[src/rtl/cgt_pkg.sv]
// Shared types, constants and the microcode program of the CHS geometry translator.
// No dependencies; imported by every module of the block.
package cgt_pkg;

   localparam int SECT_PER_TRACK = 63;
   localparam int CYL_LIMIT      = 1024;
   localparam int MAX_LOW_HEADS  = 16;
   localparam int DIV_W          = 14;   // 63 * 255 fits in 14 bits
   localparam int CYL_W          = 22;
   localparam int SEARCH_LAST    = 6;

   localparam logic [1:0] MODE_PLAIN  = 2'd0;
   localparam logic [1:0] MODE_OFFSET = 2'd1;
   localparam logic [1:0] MODE_REMAP  = 2'd2;
   localparam logic [1:0] MODE_PART   = 2'd3;

   localparam logic [7:0] CSR_NO_REMAP = 8'd0;
   localparam logic [7:0] CSR_FORCED   = 8'd1;

   typedef logic [2:0] step_type;

   localparam step_type ST_IDLE   = 3'd0;
   localparam step_type ST_CHECK  = 3'd1;
   localparam step_type ST_SEARCH = 3'd2;
   localparam step_type ST_SETDIV = 3'd3;
   localparam step_type ST_DIV    = 3'd4;
   localparam step_type ST_FINISH = 3'd5;
   localparam step_type ST_RETURN = 3'd6;

   typedef struct packed {
      logic [1:0]  mode;
      logic [7:0]  partition_heads;
      logic [31:0] capacity;
      logic [7:0]  current_heads;
      logic [7:0]  current_sectors;
   } cgt_req_type;

   typedef struct packed {
      logic        success;
      logic        translated;
      logic [21:0] cylinders;
      logic [7:0]  heads;
      logic [7:0]  sectors;
      logic        offset_active;
      logic        remap_active;
   } cgt_rsp_type;

   typedef enum logic [2:0] {
      OP_NOP,
      OP_LOAD,
      OP_SEARCH,
      OP_SETDIV,
      OP_DIVSTEP,
      OP_FINISH
   } cgt_op_type;

   typedef enum logic [2:0] {
      C_NEVER,
      C_ALWAYS,
      C_NO_REQ,
      C_NO_XLATE,
      C_SEARCH_MORE,
      C_DIV_MORE,
      C_OUT_BUSY
   } cgt_cond_type;

   typedef struct packed {
      cgt_op_type   op;
      cgt_cond_type cond;
      step_type     target;
   } cgt_uword_type;

   typedef struct packed {
      cgt_op_type op;
   } cgt_ctl_type;

   typedef struct packed {
      logic req_valid;
      logic no_xlate;
      logic search_more;
      logic div_more;
      logic out_busy;
   } cgt_stat_type;

   // The control program. A step whose condition holds jumps to its target,
   // any other step falls through to the next one.
   function automatic cgt_uword_type ucode_word(input step_type step);
      cgt_uword_type w;
      case (step)
         ST_IDLE:   w = '{OP_LOAD,    C_NO_REQ,      ST_IDLE};
         ST_CHECK:  w = '{OP_NOP,     C_NO_XLATE,    ST_FINISH};
         ST_SEARCH: w = '{OP_SEARCH,  C_SEARCH_MORE, ST_SEARCH};
         ST_SETDIV: w = '{OP_SETDIV,  C_NEVER,       ST_IDLE};
         ST_DIV:    w = '{OP_DIVSTEP, C_DIV_MORE,    ST_DIV};
         ST_FINISH: w = '{OP_FINISH,  C_OUT_BUSY,    ST_FINISH};
         ST_RETURN: w = '{OP_NOP,     C_ALWAYS,      ST_IDLE};
         default:   w = '{OP_NOP,     C_ALWAYS,      ST_IDLE};
      endcase
      return w;
   endfunction

   function automatic logic [7:0] head_step(input logic [2:0] idx);
      logic [7:0] h;
      case (idx)
         3'd0:    h = 8'd4;
         3'd1:    h = 8'd8;
         3'd2:    h = 8'd16;
         3'd3:    h = 8'd32;
         3'd4:    h = 8'd64;
         3'd5:    h = 8'd128;
         default: h = 8'd255;
      endcase
      return h;
   endfunction

   // Capacity covered by 1024 cylinders at the given head step.
   function automatic logic [23:0] head_threshold(input logic [2:0] idx);
      logic [23:0] t;
      t = 24'(SECT_PER_TRACK * CYL_LIMIT) * 24'(head_step(idx));
      return t;
   endfunction

   function automatic logic [7:0] believed_heads(input logic [7:0] ph);
      logic [7:0] h;
      if (ph inside {8'd32, 8'd64, 8'd128, 8'd240, 8'd255}) begin
         h = ph;
      end else begin
         h = 8'd0;
      end
      return h;
   endfunction

endpackage

[src/rtl/chs_geometry_translation_top.sv]
// CHS geometry translator: takes one request word and returns one result word with the
// translated cylinder/head/sector geometry and the sticky offset and remap flags. A request
// that computes no geometry skips the head search and the divider; one that translates runs
// the serial divider over all CAP_W capacity bits, where CAP_W is the smaller of
// CAPACITY_BITS and 32. The serial divider makes one quotient bit per cycle, and the head
// search tries up to seven head steps. The finished result sits
// in an output register, so a stalled result holds back the next request only at its end.
// Settings are taken at any time on csr_ and must change only while the block is idle.
// Depends on cgt_pkg, cgt_sequencer and cgt_datapath.
module chs_geometry_translation_top
   import cgt_pkg::*;
#(
   parameter int CAPACITY_BITS = 32
) (
   input  logic        clock,
   input  logic        reset,
   input  logic        req_valid,
   output logic        req_stall,
   input  cgt_req_type req_data,
   output logic        rsp_valid,
   input  logic        rsp_stall,
   output cgt_rsp_type rsp_data,
   input  logic        csr_valid,
   output logic        csr_ready,
   input  logic [7:0]  csr_index,
   input  logic [7:0]  csr_wdata
);

   // Only the 32 bits of the capacity field can be used.
   localparam int CAP_W = (CAPACITY_BITS < 32) ? CAPACITY_BITS : 32;

   cgt_ctl_type  ctl;
   cgt_stat_type stat;

   cgt_sequencer u_sequencer (
      .clock (clock),
      .reset (reset),
      .stat  (stat),
      .ctl   (ctl)
   );

   cgt_datapath #(
      .CAP_W (CAP_W)
   ) u_datapath (
      .clock     (clock),
      .reset     (reset),
      .ctl       (ctl),
      .stat      (stat),
      .req_valid (req_valid),
      .req_stall (req_stall),
      .req_data  (req_data),
      .rsp_valid (rsp_valid),
      .rsp_stall (rsp_stall),
      .rsp_data  (rsp_data),
      .csr_valid (csr_valid),
      .csr_ready (csr_ready),
      .csr_index (csr_index),
      .csr_wdata (csr_wdata)
   );

endmodule

[src/rtl/cgt_sequencer.sv]
// Step counter and microcode fetch for the CHS geometry translator.
// Depends on cgt_pkg for the program table and the control and status structs.
module cgt_sequencer
   import cgt_pkg::*;
(
   input  logic         clock,
   input  logic         reset,
   input  cgt_stat_type stat,
   output cgt_ctl_type  ctl
);

   step_type      step_ff;
   step_type      step_in;
   cgt_uword_type uword;
   logic          jump;

   assign uword  = ucode_word(step_ff);
   assign ctl.op = uword.op;

   always_comb begin
      case (uword.cond)
         C_NEVER:       jump = 1'b0;
         C_ALWAYS:      jump = 1'b1;
         C_NO_REQ:      jump = !stat.req_valid;
         C_NO_XLATE:    jump = stat.no_xlate;
         C_SEARCH_MORE: jump = stat.search_more;
         C_DIV_MORE:    jump = stat.div_more;
         C_OUT_BUSY:    jump = stat.out_busy;
         default:       jump = 1'b1;
      endcase
   end

   always_comb begin
      if (jump) begin
         step_in = uword.target;
      end else begin
         step_in = step_ff + step_type'(1);
      end
   end

   always_ff @(posedge clock) begin
      if (reset) begin
         step_ff <= ST_IDLE;
      end else begin
         step_ff <= step_in;
      end
   end

endmodule

[src/rtl/cgt_datapath.sv]
// Datapath of the CHS geometry translator: settings, sticky flags, head search,
// serial divider and result register. Depends on cgt_pkg; driven by cgt_sequencer.
module cgt_datapath
   import cgt_pkg::*;
#(
   parameter int CAP_W = 32
) (
   input  logic         clock,
   input  logic         reset,
   input  cgt_ctl_type  ctl,
   output cgt_stat_type stat,
   input  logic         req_valid,
   output logic         req_stall,
   input  cgt_req_type  req_data,
   output logic         rsp_valid,
   input  logic         rsp_stall,
   output cgt_rsp_type  rsp_data,
   input  logic         csr_valid,
   output logic         csr_ready,
   input  logic [7:0]   csr_index,
   input  logic [7:0]   csr_wdata
);

   localparam int CNT_W = $clog2(CAP_W + 1);

   logic no_remap_ff, forced_ff;
   logic offset_ff, offset_in;
   logic remap_ff, remap_in;
   logic success_ff, success_in;
   logic xlate_ff, xlate_in;
   logic [7:0]       bh_ff, cur_h_ff, cur_s_ff, heads_ff;
   logic [CAP_W-1:0] cap_ff, quo_ff;
   logic [2:0]       idx_ff;
   logic [DIV_W-1:0] div_ff, rem_ff;
   logic [CNT_W-1:0] cnt_ff;
   logic             rsp_valid_ff, rsp_valid_in;
   cgt_rsp_type      rsp_ff, rsp_in;

   logic             load, finish;
   logic [7:0]       bh;
   logic [7:0]       heads_sel;
   logic [DIV_W:0]   trial;
   logic             qbit;
   logic [CYL_W-1:0] cyl_sat;

   assign load      = (ctl.op == OP_LOAD) && req_valid;
   assign req_stall = (ctl.op != OP_LOAD);
   assign csr_ready = 1'b1;
   assign bh        = believed_heads(req_data.partition_heads);

   assign stat.req_valid   = req_valid;
   assign stat.no_xlate    = !xlate_ff;
   assign stat.search_more = (idx_ff < 3'(SEARCH_LAST))
                             && (CAP_W'(head_threshold(idx_ff)) < cap_ff);
   assign stat.div_more    = (cnt_ff != CNT_W'(1));
   assign stat.out_busy    = rsp_valid_ff && rsp_stall;

   assign finish = (ctl.op == OP_FINISH) && !stat.out_busy;

   // Flag updates and the translate decision for an accepted word.
   always_comb begin
      offset_in  = offset_ff;
      remap_in   = remap_ff;
      success_in = 1'b0;
      xlate_in   = !forced_ff;
      if (!no_remap_ff) begin
         if (req_data.mode == MODE_OFFSET) begin
            offset_in  = 1'b1;
            success_in = 1'b1;
         end else if (req_data.mode == MODE_REMAP && !remap_ff) begin
            remap_in   = 1'b1;
            success_in = 1'b1;
         end
      end
      if (req_data.mode == MODE_PART && (bh == 8'd0
          || (req_data.current_heads >= bh
              && req_data.current_sectors == 8'(SECT_PER_TRACK)))) begin
         xlate_in = 1'b0;
      end
      if (req_data.mode == MODE_REMAP && req_data.current_heads > 8'(MAX_LOW_HEADS)) begin
         xlate_in = 1'b0;
      end
   end

   assign heads_sel = (bh_ff != 8'd0) ? bh_ff : head_step(idx_ff);

   // One restoring divide step: bring down the next dividend bit.
   assign trial = {rem_ff, quo_ff[CAP_W-1]};
   assign qbit  = (trial >= {1'b0, div_ff});

   assign cyl_sat = (|quo_ff[CAP_W-1:CYL_W]) ? {CYL_W{1'b1}} : quo_ff[CYL_W-1:0];

   always_comb begin
      rsp_in               = rsp_ff;
      rsp_in.success       = success_ff || xlate_ff;
      rsp_in.translated    = xlate_ff;
      rsp_in.cylinders     = xlate_ff ? cyl_sat : '0;
      rsp_in.heads         = xlate_ff ? heads_ff : cur_h_ff;
      rsp_in.sectors       = xlate_ff ? 8'(SECT_PER_TRACK) : cur_s_ff;
      rsp_in.offset_active = offset_ff;
      rsp_in.remap_active  = remap_ff;
   end

   always_comb begin
      if (finish) begin
         rsp_valid_in = 1'b1;
      end else begin
         rsp_valid_in = rsp_valid_ff && rsp_stall;
      end
   end

   always_ff @(posedge clock) begin
      if (reset) begin
         no_remap_ff  <= 1'b0;
         forced_ff    <= 1'b0;
         offset_ff    <= 1'b0;
         remap_ff     <= 1'b0;
         rsp_valid_ff <= 1'b0;
      end else begin
         if (csr_valid && csr_ready) begin
            if (csr_index == CSR_NO_REMAP) begin
               no_remap_ff <= csr_wdata[0];
            end else if (csr_index == CSR_FORCED) begin
               forced_ff <= csr_wdata[0];
            end
         end
         if (load) begin
            offset_ff <= offset_in;
            remap_ff  <= remap_in;
         end
         rsp_valid_ff <= rsp_valid_in;
      end
   end

   always_ff @(posedge clock) begin
      if (load) begin
         success_ff <= success_in;
         xlate_ff   <= xlate_in;
         bh_ff      <= bh;
         cap_ff     <= req_data.capacity[CAP_W-1:0];
         cur_h_ff   <= req_data.current_heads;
         cur_s_ff   <= req_data.current_sectors;
         idx_ff     <= 3'd0;
      end
      if (ctl.op == OP_SEARCH && stat.search_more) begin
         idx_ff <= idx_ff + 3'd1;
      end
      if (ctl.op == OP_SETDIV) begin
         heads_ff <= heads_sel;
         div_ff   <= DIV_W'(SECT_PER_TRACK) * DIV_W'(heads_sel);
         rem_ff   <= '0;
         quo_ff   <= cap_ff;
         cnt_ff   <= CNT_W'(CAP_W);
      end
      if (ctl.op == OP_DIVSTEP) begin
         rem_ff <= qbit ? DIV_W'(trial - {1'b0, div_ff}) : trial[DIV_W-1:0];
         quo_ff <= {quo_ff[CAP_W-2:0], qbit};
         cnt_ff <= cnt_ff - CNT_W'(1);
      end
      if (finish) begin
         rsp_ff <= rsp_in;
      end
   end

   assign rsp_valid = rsp_valid_ff;
   assign rsp_data  = rsp_ff;

endmodule

[config.mk]
export PLATFORM = sky130hd
export DESIGN_NAME = chs_geometry_translation_top
export DESIGN_NICKNAME = d
export VERILOG_FILES = /design/src/rtl/cgt_pkg.sv /design/src/rtl/chs_geometry_translation_top.sv /design/src/rtl/cgt_sequencer.sv /design/src/rtl/cgt_datapath.sv
export SDC_FILE = /design/constraint.sdc
export NUM_CORES = 1
export LEC_CHECK = 0
export BUFFER_PORTS_ARGS = -buffer_cell sky130_fd_sc_hd__buf_2
export CORE_MARGIN = 3
export CORE_UTILIZATION = 59
export DETAILED_ROUTE_END_ITERATION = 10
export PLACE_DENSITY = 0.81
export SYNTH_ARGS = -nofsm -noshare
export SYNTH_HDL_FRONTEND = slang
export SYNTH_SLANG_ARGS = --single-unit
[constraint.sdc]
create_clock -name clock -period 6.9 [get_ports clock]
set_clock_uncertainty 0.2 [all_clocks]
set_input_delay 0 -clock clock [delete_from_list [all_inputs] [get_ports clock]]
set_output_delay 0 -clock clock [all_outputs]
set_load 0.01 [all_outputs]
# ---- Word level (Yosys, flattened, before mapping)
# Cells that the tools add are included.
dict set report word_totals {
  ff_bits 185
  latchBits 0
  ram_bits 0
  rom_bits 0
  inputBits 79
  output_inout_bits 45
  elab_cells 122
  n_memories 0
}
dict set report classes {
  add_sub_neg 4
  multipliers 2
  div_mod_pow 0
  order_cmp 5
  eq_ne 32
  n_shift 0
  mux 20
  bitwise 3
  n_reduce_logical 31
}
# cell n
set op_table {}
lappend op_table {{2-to-1 mux 32 bit} 2}
lappend op_table {{one-hot mux 9 bit (6 select lines)} 1}
lappend op_table {{one-hot mux 8 bit (6 select lines)} 1}
lappend op_table {{2-to-1 mux 14 bit} 3}
lappend op_table {{< comparator 24 x 32 -> 1 bit} 1}
lappend op_table {{multiplier 6 x 8 -> 14 bit (first input constant)} 2}
lappend op_table {{== test 3 bit (second input constant)} 9}
lappend op_table {{== test 3 x 2 -> 1 bit (second input constant)} 8}
lappend op_table {{== test 8 bit (second input constant)} 3}
lappend op_table {{2-to-1 mux 8 bit} 3}
lappend op_table {{2-to-1 mux 22 bit} 1}
lappend op_table {{== test 8 x 6 -> 1 bit (second input constant)} 2}
lappend op_table {{logical NOT 8 bit} 2}
lappend op_table {{>= comparator 15 x 14 -> 1 bit} 1}
lappend op_table {{subtractor 14 bit} 1}
lappend op_table {{2-to-1 mux 6 bit} 2}
lappend op_table {{OR reduction 10 bit} 1}
lappend op_table {{== test 3 x 1 -> 1 bit (second input constant)} 3}
lappend op_table {{logical AND 1 bit} 9}
lappend op_table {{logical NOT 3 bit} 3}
lappend op_table {{2-to-1 mux 3 bit} 3}
lappend op_table {{== test 8 x 1 -> 1 bit (second input constant)} 1}
lappend op_table {{== test 8 x 7 -> 1 bit (second input constant)} 1}
lappend op_table {{>= comparator 8 bit} 1}
lappend op_table {{other kinds (20)} 33}

# ---- Logic depth before layout (Yosys ltp)
# Gate-level depths: netlist (run 1).
dict set report depth {
  ltp_word 8
  ltp_mapped 30
  mapped_depth_nobuf 29
}

# ---- By module
# A second synthesis (run 1) with hierarchy kept.
dict set report unflattened {
  cells_unflattened 936
  hier_area_um2 10686.5
}
# module n_inst cells_per_inst area_each_um2
set by_module_without_submodules {}
lappend by_module_without_submodules {cgt_datapath 1 892 10288.6}
lappend by_module_without_submodules {cgt_sequencer 1 44 397.9}

# ---- Least setup slack after synthesis (run 1)
# No wires, ideal clock.
dict set report synth_timing {
  kind {reg2reg}
  from {reg u_datapath.idx_ff[1]}
  to {reg u_datapath.idx_ff[0] (enable)}
  t_arrival_ps 5722
  required_time_ps 6433
  setup_slack_ps 710
  path_stages_with_launch 26
  path_buffers 1
  period_less_slack_ps 6190
  cell_sequence {edfxtp_1 inv_1 ha_1 buf_2 nand2_1 ha_1 nor2b_1 o21ai_1 nand2b_1 fa_1 fa_1 fa_1 ha_1 a21o_1 nand2_1 o21ai_1 or4_1 a31o_1 a21oi_2 xnor2_1 ha_1 nand4_1 a31oi_1 nor2b_1 o2111ai_1 nand2_1}
}
dict set report synth_between {
  elab_chain_cells 7
}
# item line
set synth_lines {}
lappend synth_lines {{start: declaration} cgt_datapath.sv:33} ;# logic [2:0] idx_ff;
lappend synth_lines {{start signal: assignment} cgt_datapath.sv:146} ;# idx_ff <= idx_ff + 3'd1;
lappend synth_lines {{== test 3 bit, or another cell as far along} cgt_pkg.sv:104} ;# case (idx)
lappend synth_lines {{one-hot mux 8 bit (6 select lines)} cgt_pkg.sv:104}
lappend synth_lines {{multiplier 6 x 8 -> 14 bit} cgt_pkg.sv:119} ;# t = 24'(SECT_PER_TRACK * CYL_LIMIT) * 24'(head_step(idx));
lappend synth_lines {{< comparator 24 x 32 -> 1 bit} cgt_datapath.sv:54} ;# && (CAP_W'(head_threshold(idx_ff)) < cap_ff);
lappend synth_lines {{logical AND 1 bit *} cgt_datapath.sv:54}
lappend synth_lines {{logical AND 1 bit *} cgt_datapath.sv:145} ;# if (ctl.op == OP_SEARCH && stat.search_more) begin
lappend synth_lines {{nonzero test 2 bit (no line) *} --}
# Mark *: on every way between the ends. The rest lies on a longest branch, timed or not.
# A chain may end at the register's enable or synchronous reset.

# ---- Worst setup path after layout (run 1)
dict set report layout_timing {
  from {reg u_datapath.idx_ff[1]}
  to {reg u_datapath.idx_ff[2] (enable)}
}
# Same word-level chain as after synthesis.

==> results of run 1 <==
layer usage:
| layer | track usage | vias up | part of all wire |
|---|---|---|---|
| li1 | - | 3613 | - |
| met1 | 0.302 | 3612 | 0.41 |
| met2 | 0.415 | 278 | 0.50 |
| met3 | 0.0560 | 50 | 0.069 |
| met4 | 0.0968 | 0 | 0.026 |
| met5 | 0 | - | 0 |
cells in the mapped netlist (all sizes together), types with 9 or more instances:
| library cell | number |
|---|---|
| nand2 | 113 |
| xnor2 | 29 |
| a21o | 19 |
| nor3 | 13 |
| xor2 | 9 |
| edfxtp | 176 |
| ha | 92 |
| o21ai | 30 |
| inv | 99 |
| nand3 | 10 |
| a21oi | 34 |
| nor2 | 61 |
| or2 | 9 |
| o21a | 28 |
| nor4 | 11 |
| clkbuf | 17 |
| fa | 28 |
| mux2i | 12 |
| nor2b | 13 |
| nand2b | 9 |
registers in the layout (all words and copies together), names as in the netlist, 3 cells and up:
name and cells:
u_datapath.quo_ff 32, u_datapath.heads_ff 7, u_datapath.idx_ff 3, u_datapath.rem_ff 14, u_datapath.cnt_ff 6, u_sequencer.step_ff 3, u_datapath.cur_h_ff 8, u_datapath.bh_ff 8
u_datapath.cur_s_ff 8, u_datapath.rsp_data 42, u_datapath.div_ff 14, u_datapath.cap_ff 32
kinds of logic (layout without fill, tap and decap cells):
family	count (synthesis)	in the layout	share of synthesized area
buffers and inverters	124	325	0.0471
xor gates and xnor gates	38	38	0.0317
AOI/OAI and AO/OA	157	157	0.101
other	1	1	0.000357
DFF	184	184	0.518
and+or+nand+nor	268	268	0.119
muxes	20	20	0.0200
adders and majority gates	120	120	0.163
worst paths after layout:
kind,end,slack [ns],depth (start not counted)
worst min register to register,u_datapath.rsp_data[1],0.26,0
worst min-delay path,u_datapath.cap_ff[17],0.07,2
worst max register to register,u_datapath.idx_ff[2],0.42,24
worst max-delay path,u_datapath.idx_ff[2],0.42,24
final cells by class:
| type | instances | area, µm² |
|---|---|---|
| fill | 1101 | 4700 |
| timing repair buffer | 194 | 1340 |
| sequential | 184 | 5450 |
| clock inverter | 13 | 168 |
| tap | 225 | 282 |
| multi-input combinational | 604 | 4620 |
| inverter | 99 | 372 |
| clock buffer | 19 | 433 |
repair_timing:
| item | 4_1_cts | 5_1_grt |
|---|---|---|
| endpoints found under the setup margin | 0 | 9 |
| hold buffers | 67 | 0 |
| hold endpoints to repair | 69 | 0 |
| setup buffers | 0 | 0 |
| resized for setup | 0 | 7 |
placed cells by master, fill, tap and decap left out, types with 3 or more instances in the layout:
cell           instances
inv_6                  3
mux2_2                 8
inv_1                 97
a21oi_1               32
bufinv_16              3
o21bai_1               4
nand2_1              113
mux2i_1               12
buf_4                 12
o211ai_1               3
nand4_1                7
nor2_1                61
dfxtp_1                8
o22ai_1                3
nor3_1                12
a31oi_1                5
buf_2                115
fa_1                  28
or2_2                  9
nand3_1               10
nor4_1                11
or3_1                  3
xnor2_1               29
a21o_1                19
nand2b_1               9
o41ai_1                3
ha_1                  91
nor4b_1                3
and3_1                 3
xor2_1                 9
clkbuf_16             17
a211oi_1               7
nor2b_1               12
dlygate4sd3_1         67
o21ai_0               26
o21a_1                28
edfxtp_1             176
per-stage QoR:
step                      cells  area (µm²)  utilization
after floorplan             912       10500            -
after global placement     1239       11400        0.654
after detailed placement   1239       11400        0.654
after CTS                  1338       12600        0.727
after global routing       1338       12700        0.729
final                      1338       12700        0.729
==> impl_metrics.csv, run 1 <==
group,metric,value,unit
status,status,"complete, no violations",
critical_path,start_kind,"register",
clock_network,cts.reportedPaths.clkPinSlew,0.07,ns
global_routing,gr-total-overflow,0,
critical_path,slowest_stage,"fa_1",
clock_network,clk_path_buf_depth,2,
cells_and_area,area_growth,20.5,%
min_path,hp-start,"req_data[33]",
cells_and_area,diodes,0,
timing,hold_viol,0,
yosys,synth_top_area_frac,0.503,
timing,max_slew.worst_pin.slew,0.853,ns
cells_and_area,drive_gt1_frac,0.171,
floorplan,die_y,139,µm
floorplan,rows,48,
critical_path,crit_chain,"inv_1, ha_2, nand2_1, ha_1, nor2b_1, o21ai_2, nand2b_1, fa_1, fa_1, fa_1, ha_1, a21o_1, nand2_1, o21ai_1, or4_1, a31o_1, a21oi_2, xnor2_1, ha_1, nand4_1, a31oi_2, nor2b_4, o2111ai_2, nand2_1",
clock_network,h-tree-depth,4,
critical_path,cp_num_buf_inv,1,
routing,vias,7553,
timing,drv_slew,0,
timing,relSlewSlack,0.430,
critical_path,cp_data_required_time,6.87,ns
critical_path,critPathMaxStageDelay,0.58,ns
critical_path,setup.worst_path.class,"reg2reg",
placed_design,routabilityCongestion,0.915,
timing,finalWorstSetupSlack,0.415,ns
floorplan,die_w,139,µm
placed_design,port_buffers,115,
critical_path,crit_start,"u_datapath.idx_ff[1]",
timing,fin_crit_sh,0.940,
timing,setup_viol,0,
yosys,yosysSeqAreaShare,0.518,
floorplan,core_area,17400,µm²
run,max-cap-violations,0,
timing,hold_ws,0.0747,ns
global_routing,grt_max_degree,59,
yosys,synth_edf_count,176,
timing,setup_tns,0,ns
clock_network,clk_latency,0.44,ns
yosys,yosys.area.top_type,"edfxtp_1",
yosys,netlist_instances,912,
min_path,hold_path.class,"in2reg",
timing,fmax,154,MHz
yosys,ys_ff_latch,184,
routing,wirelength,23100,µm
clock_network,cts_num_sinks,184,
floorplan,io_pins,124,
clock_network,cts_buffers,17,
critical_path,crit_arrival,6.46,ns
critical_path,path_max_fanout,7,
yosys,syn_avg_cell_area,11.5,µm²
floorplan,start_util,0.605,
yosys,syn-num-nets,1111,
cells_and_area,final_nets,1299,
yosys,synth_warnings,0,
critical_path,r2r-start,"u_datapath.idx_ff[1]",
yosys,synth.distinct_cells,64,
floorplan,dieArea,19400,µm²
yosys,synthTopCellsByArea,"edfxtp_1, ha_1, fa_1",
routing,drc,0,
routing,drt-pass1-iter-count,5,
yosys,synthArstFlopShare,0,
critical_path,end_kind,"register",
global_routing,grt_usage,0.244,
yosys,synthFlopType,"edfxtp_1",
global_routing,grt_pass1_wl,37700,µm
yosys,synth.cell_area,10500,µm²
routing,avgRoutedWirePerCell,17.3,µm
placed_design,dp_hpwl,15400,µm
routing,drt_iter0_drc,497,
clock_network,cts-root-buf,"clkbuf_16",
routing,drt-vias-per-instance,5.64,
clock_network,cts_tree,"yes",
timing,min_period,6.48,ns
critical_path,crit_family,"adder cells",
routing,ant_nets,0,
global_routing,grt_pass1_vias,7833,
placed_design,place_ws,0.0877,ns
global_routing,antenna_found_initial,0,
Power of run 1 is not shown: default switching activity piles up to over one toggle a cycle in this logic, so the estimate is an artifact.
==> run 2, diff against run 1 <==
--- a/config.mk
+++ b/config.mk
@@ -5,11 +5,12 @@
 export SDC_FILE = /design/constraint.sdc
 export NUM_CORES = 1
 export LEC_CHECK = 0
-export BUFFER_PORTS_ARGS = -buffer_cell sky130_fd_sc_hd__buf_2
 export CORE_MARGIN = 3
-export CORE_UTILIZATION = 59
+export CORE_UTILIZATION = 64
+export CTS_CLUSTER_SIZE = 14
 export DETAILED_ROUTE_END_ITERATION = 10
-export PLACE_DENSITY = 0.81
+export DONT_BUFFER_PORTS = 1
+export PLACE_DENSITY = 0.8
 export SYNTH_ARGS = -nofsm -noshare
 export SYNTH_HDL_FRONTEND = slang
 export SYNTH_SLANG_ARGS = --single-unit
==> constraint.sdc (replaced) <==
create_clock -name clock -period 8 [get_ports clock]
set_clock_uncertainty 0.2 [all_clocks]
set_input_delay 0 -clock clock [delete_from_list [all_inputs] [get_ports clock]]
set_output_delay 0 -clock clock [all_outputs]
set_load 0.01 [all_outputs]
==> run 2 against run 1 <==
Effect of this change: non-clock buffer count down 87; via count down 3.7%; routed wire length increased by 2.6%; setup slack gained 0.46 ns; highest routed layer unchanged; register-to-register slack improved by 0.46 ns; worst hold slack worse by 0.057 ns; critical path depth rose by 1; critical path type unchanged; fmax down 8.9%.
==> impl_metrics.csv, run 2 (same netlist as run 1, synthesis figures left out) <==
group,metric,value,unit
status,status,"complete, no violations",
clock_network,cts-root-buf,"clkbuf_16",
timing,fmax,140,MHz
clock_network,cts_resized,0,
floorplan,io_pins,124,
floorplan,die_y,134,µm
placed_design,dp_hpwl,14900,µm
timing,hold_viol,0,
routing,drt-pass1-iter-count,6,
cells_and_area,largest_reg_flops,42,
cells_and_area,final_common_cell,"edfxtp_1",
clock_network,cts_num_sinks,184,
clock_network,cts_buffers,17,
floorplan,die_w,134,µm
clock_network,cts_tree,"yes",
floorplan,dieArea,18000,µm²
clock_network,clk_path_buf_depth,2,
run,max-cap-violations,0,
routing,wirelength,23700,µm
critical_path,cp_data_required_time,7.97,ns
clock_network,clk_latency,0.44,ns
cells_and_area,area_growth,17.2,%
routing,vias,7275,
clock_network,cts.reportedPaths.clkPinSlew,0.07,ns
timing,setup_viol,0,
routing,avgRoutedWirePerCell,19.1,µm
critical_path,end_kind,"register",
global_routing,grt_usage,0.270,
floorplan,rows,46,
routing,drt_iter0_drc,528,
timing,min_period,7.12,ns
timing,max_slew.worst_pin.slew,0.885,ns
critical_path,setup.worst_path.class,"reg2reg",
global_routing,grt_pass1_vias,7334,
min_path,hold_path.class,"in2reg",
critical_path,crit_arrival,7.09,ns
cells_and_area,diodes,0,
clock_network,h-tree-depth,4,
routing,drt-vias-per-instance,5.86,
timing,relSlewSlack,0.408,
floorplan,core_area,16000,µm²
global_routing,antenna_found_initial,0,
cells_and_area,final_nets,1212,
global_routing,gr-total-overflow,0,
clock_network,post_cts_buffers,0,
clock_network,hold_buffers,96,
routing,drc,0,
cells_and_area,drive_gt1_frac,0.0643,
timing,setup_tns,0,ns
timing,drv_slew,0,
critical_path,start_kind,"register",
placed_design,routabilityCongestion,0.888,
global_routing,grt_max_degree,53,
global_routing,grt_pass1_wl,37600,µm
cells_and_area,mostFrequentLayoutCells,"edfxtp_1, nand2_1, dlygate4sd3_1, inv_1, ha_1",
critical_path,path_max_fanout,16,
routing,ant_nets,0,
floorplan,start_util,0.656,
placed_design,port_buffers,0,
timing,fin_crit_sh,0.890,
cells_and_area,nFillCells,1010,
timing,rsz0062_at_grt,"false",
run 2: worst max-delay path, stage by stage, from the launching register on:
cell and delay [ns]:
edfxtp_1 0.45, inv_1 0.11, ha_1 0.33, nand2_1 0.15
ha_1 0.25, nor2b_1 0.15, o21ai_1 0.07, buf_4 0.24
nand2b_1 0.18, fa_1 0.56, fa_1 0.58, fa_1 0.43
ha_1 0.37, a21o_1 0.17, nand2_1 0.07, o21ai_1 0.09
or4_1 0.45, a31o_1 0.25, a21oi_2 0.15, xnor2_1 0.09
ha_1 0.30, nand4_1 0.14, a31oi_1 0.40, nor2b_1 0.15
o2111ai_1 0.35, nand2_1 0.17
run 2: stage by stage:
step                      instance area, µm²  utilization  hold slack (ns)  setup WS (ns)  instances
final                                  12300        0.769           0.0179          0.878       1242
after global routing                   12300        0.769        0.0000464          0.485       1242
after CTS                              12300        0.767         0.000299           1.05       1239
after detailed placement               10700        0.671           -0.127           1.09       1111
after global placement                 10700        0.671           -0.128           1.27       1111
after floorplan                        10500            -           -0.101           1.81        912
run 2: path summary, 6_finish.rpt:
kind,startpoint,endpoint,slack [ns],cells past startpoint
worst max-delay path,u_datapath.idx_ff[1],u_datapath.idx_ff[2],0.88,25
worst min-delay path,req_data[16],u_datapath.cap_ff[0],0.02,1
worst max register to register,u_datapath.idx_ff[1],u_datapath.idx_ff[2],0.88,25
worst min register to register,u_datapath.offset_ff,u_datapath.rsp_data[1],0.25,0
run 2: layer usage:
layer  up-vias  GRT usage  wire length [µm]
li1       3422          -                 -
met4         0     0.0962               718
met2       300      0.458             11900
met3        49     0.0709              1730
met5         -          0                 0
met1      3504      0.338              9430
run 2: cell type report:
cell class                 count  area, µm²  area share
sequential                   184       5450       0.442
multi-input combinational    604       4590       0.373
timing repair buffer         107       1050      0.0854
clock buffer                  20        437      0.0355
inverter                      99        372      0.0302
tap                          216        270      0.0220
clock inverter                12        141      0.0115
Power of run 2 is left out for the same reason.
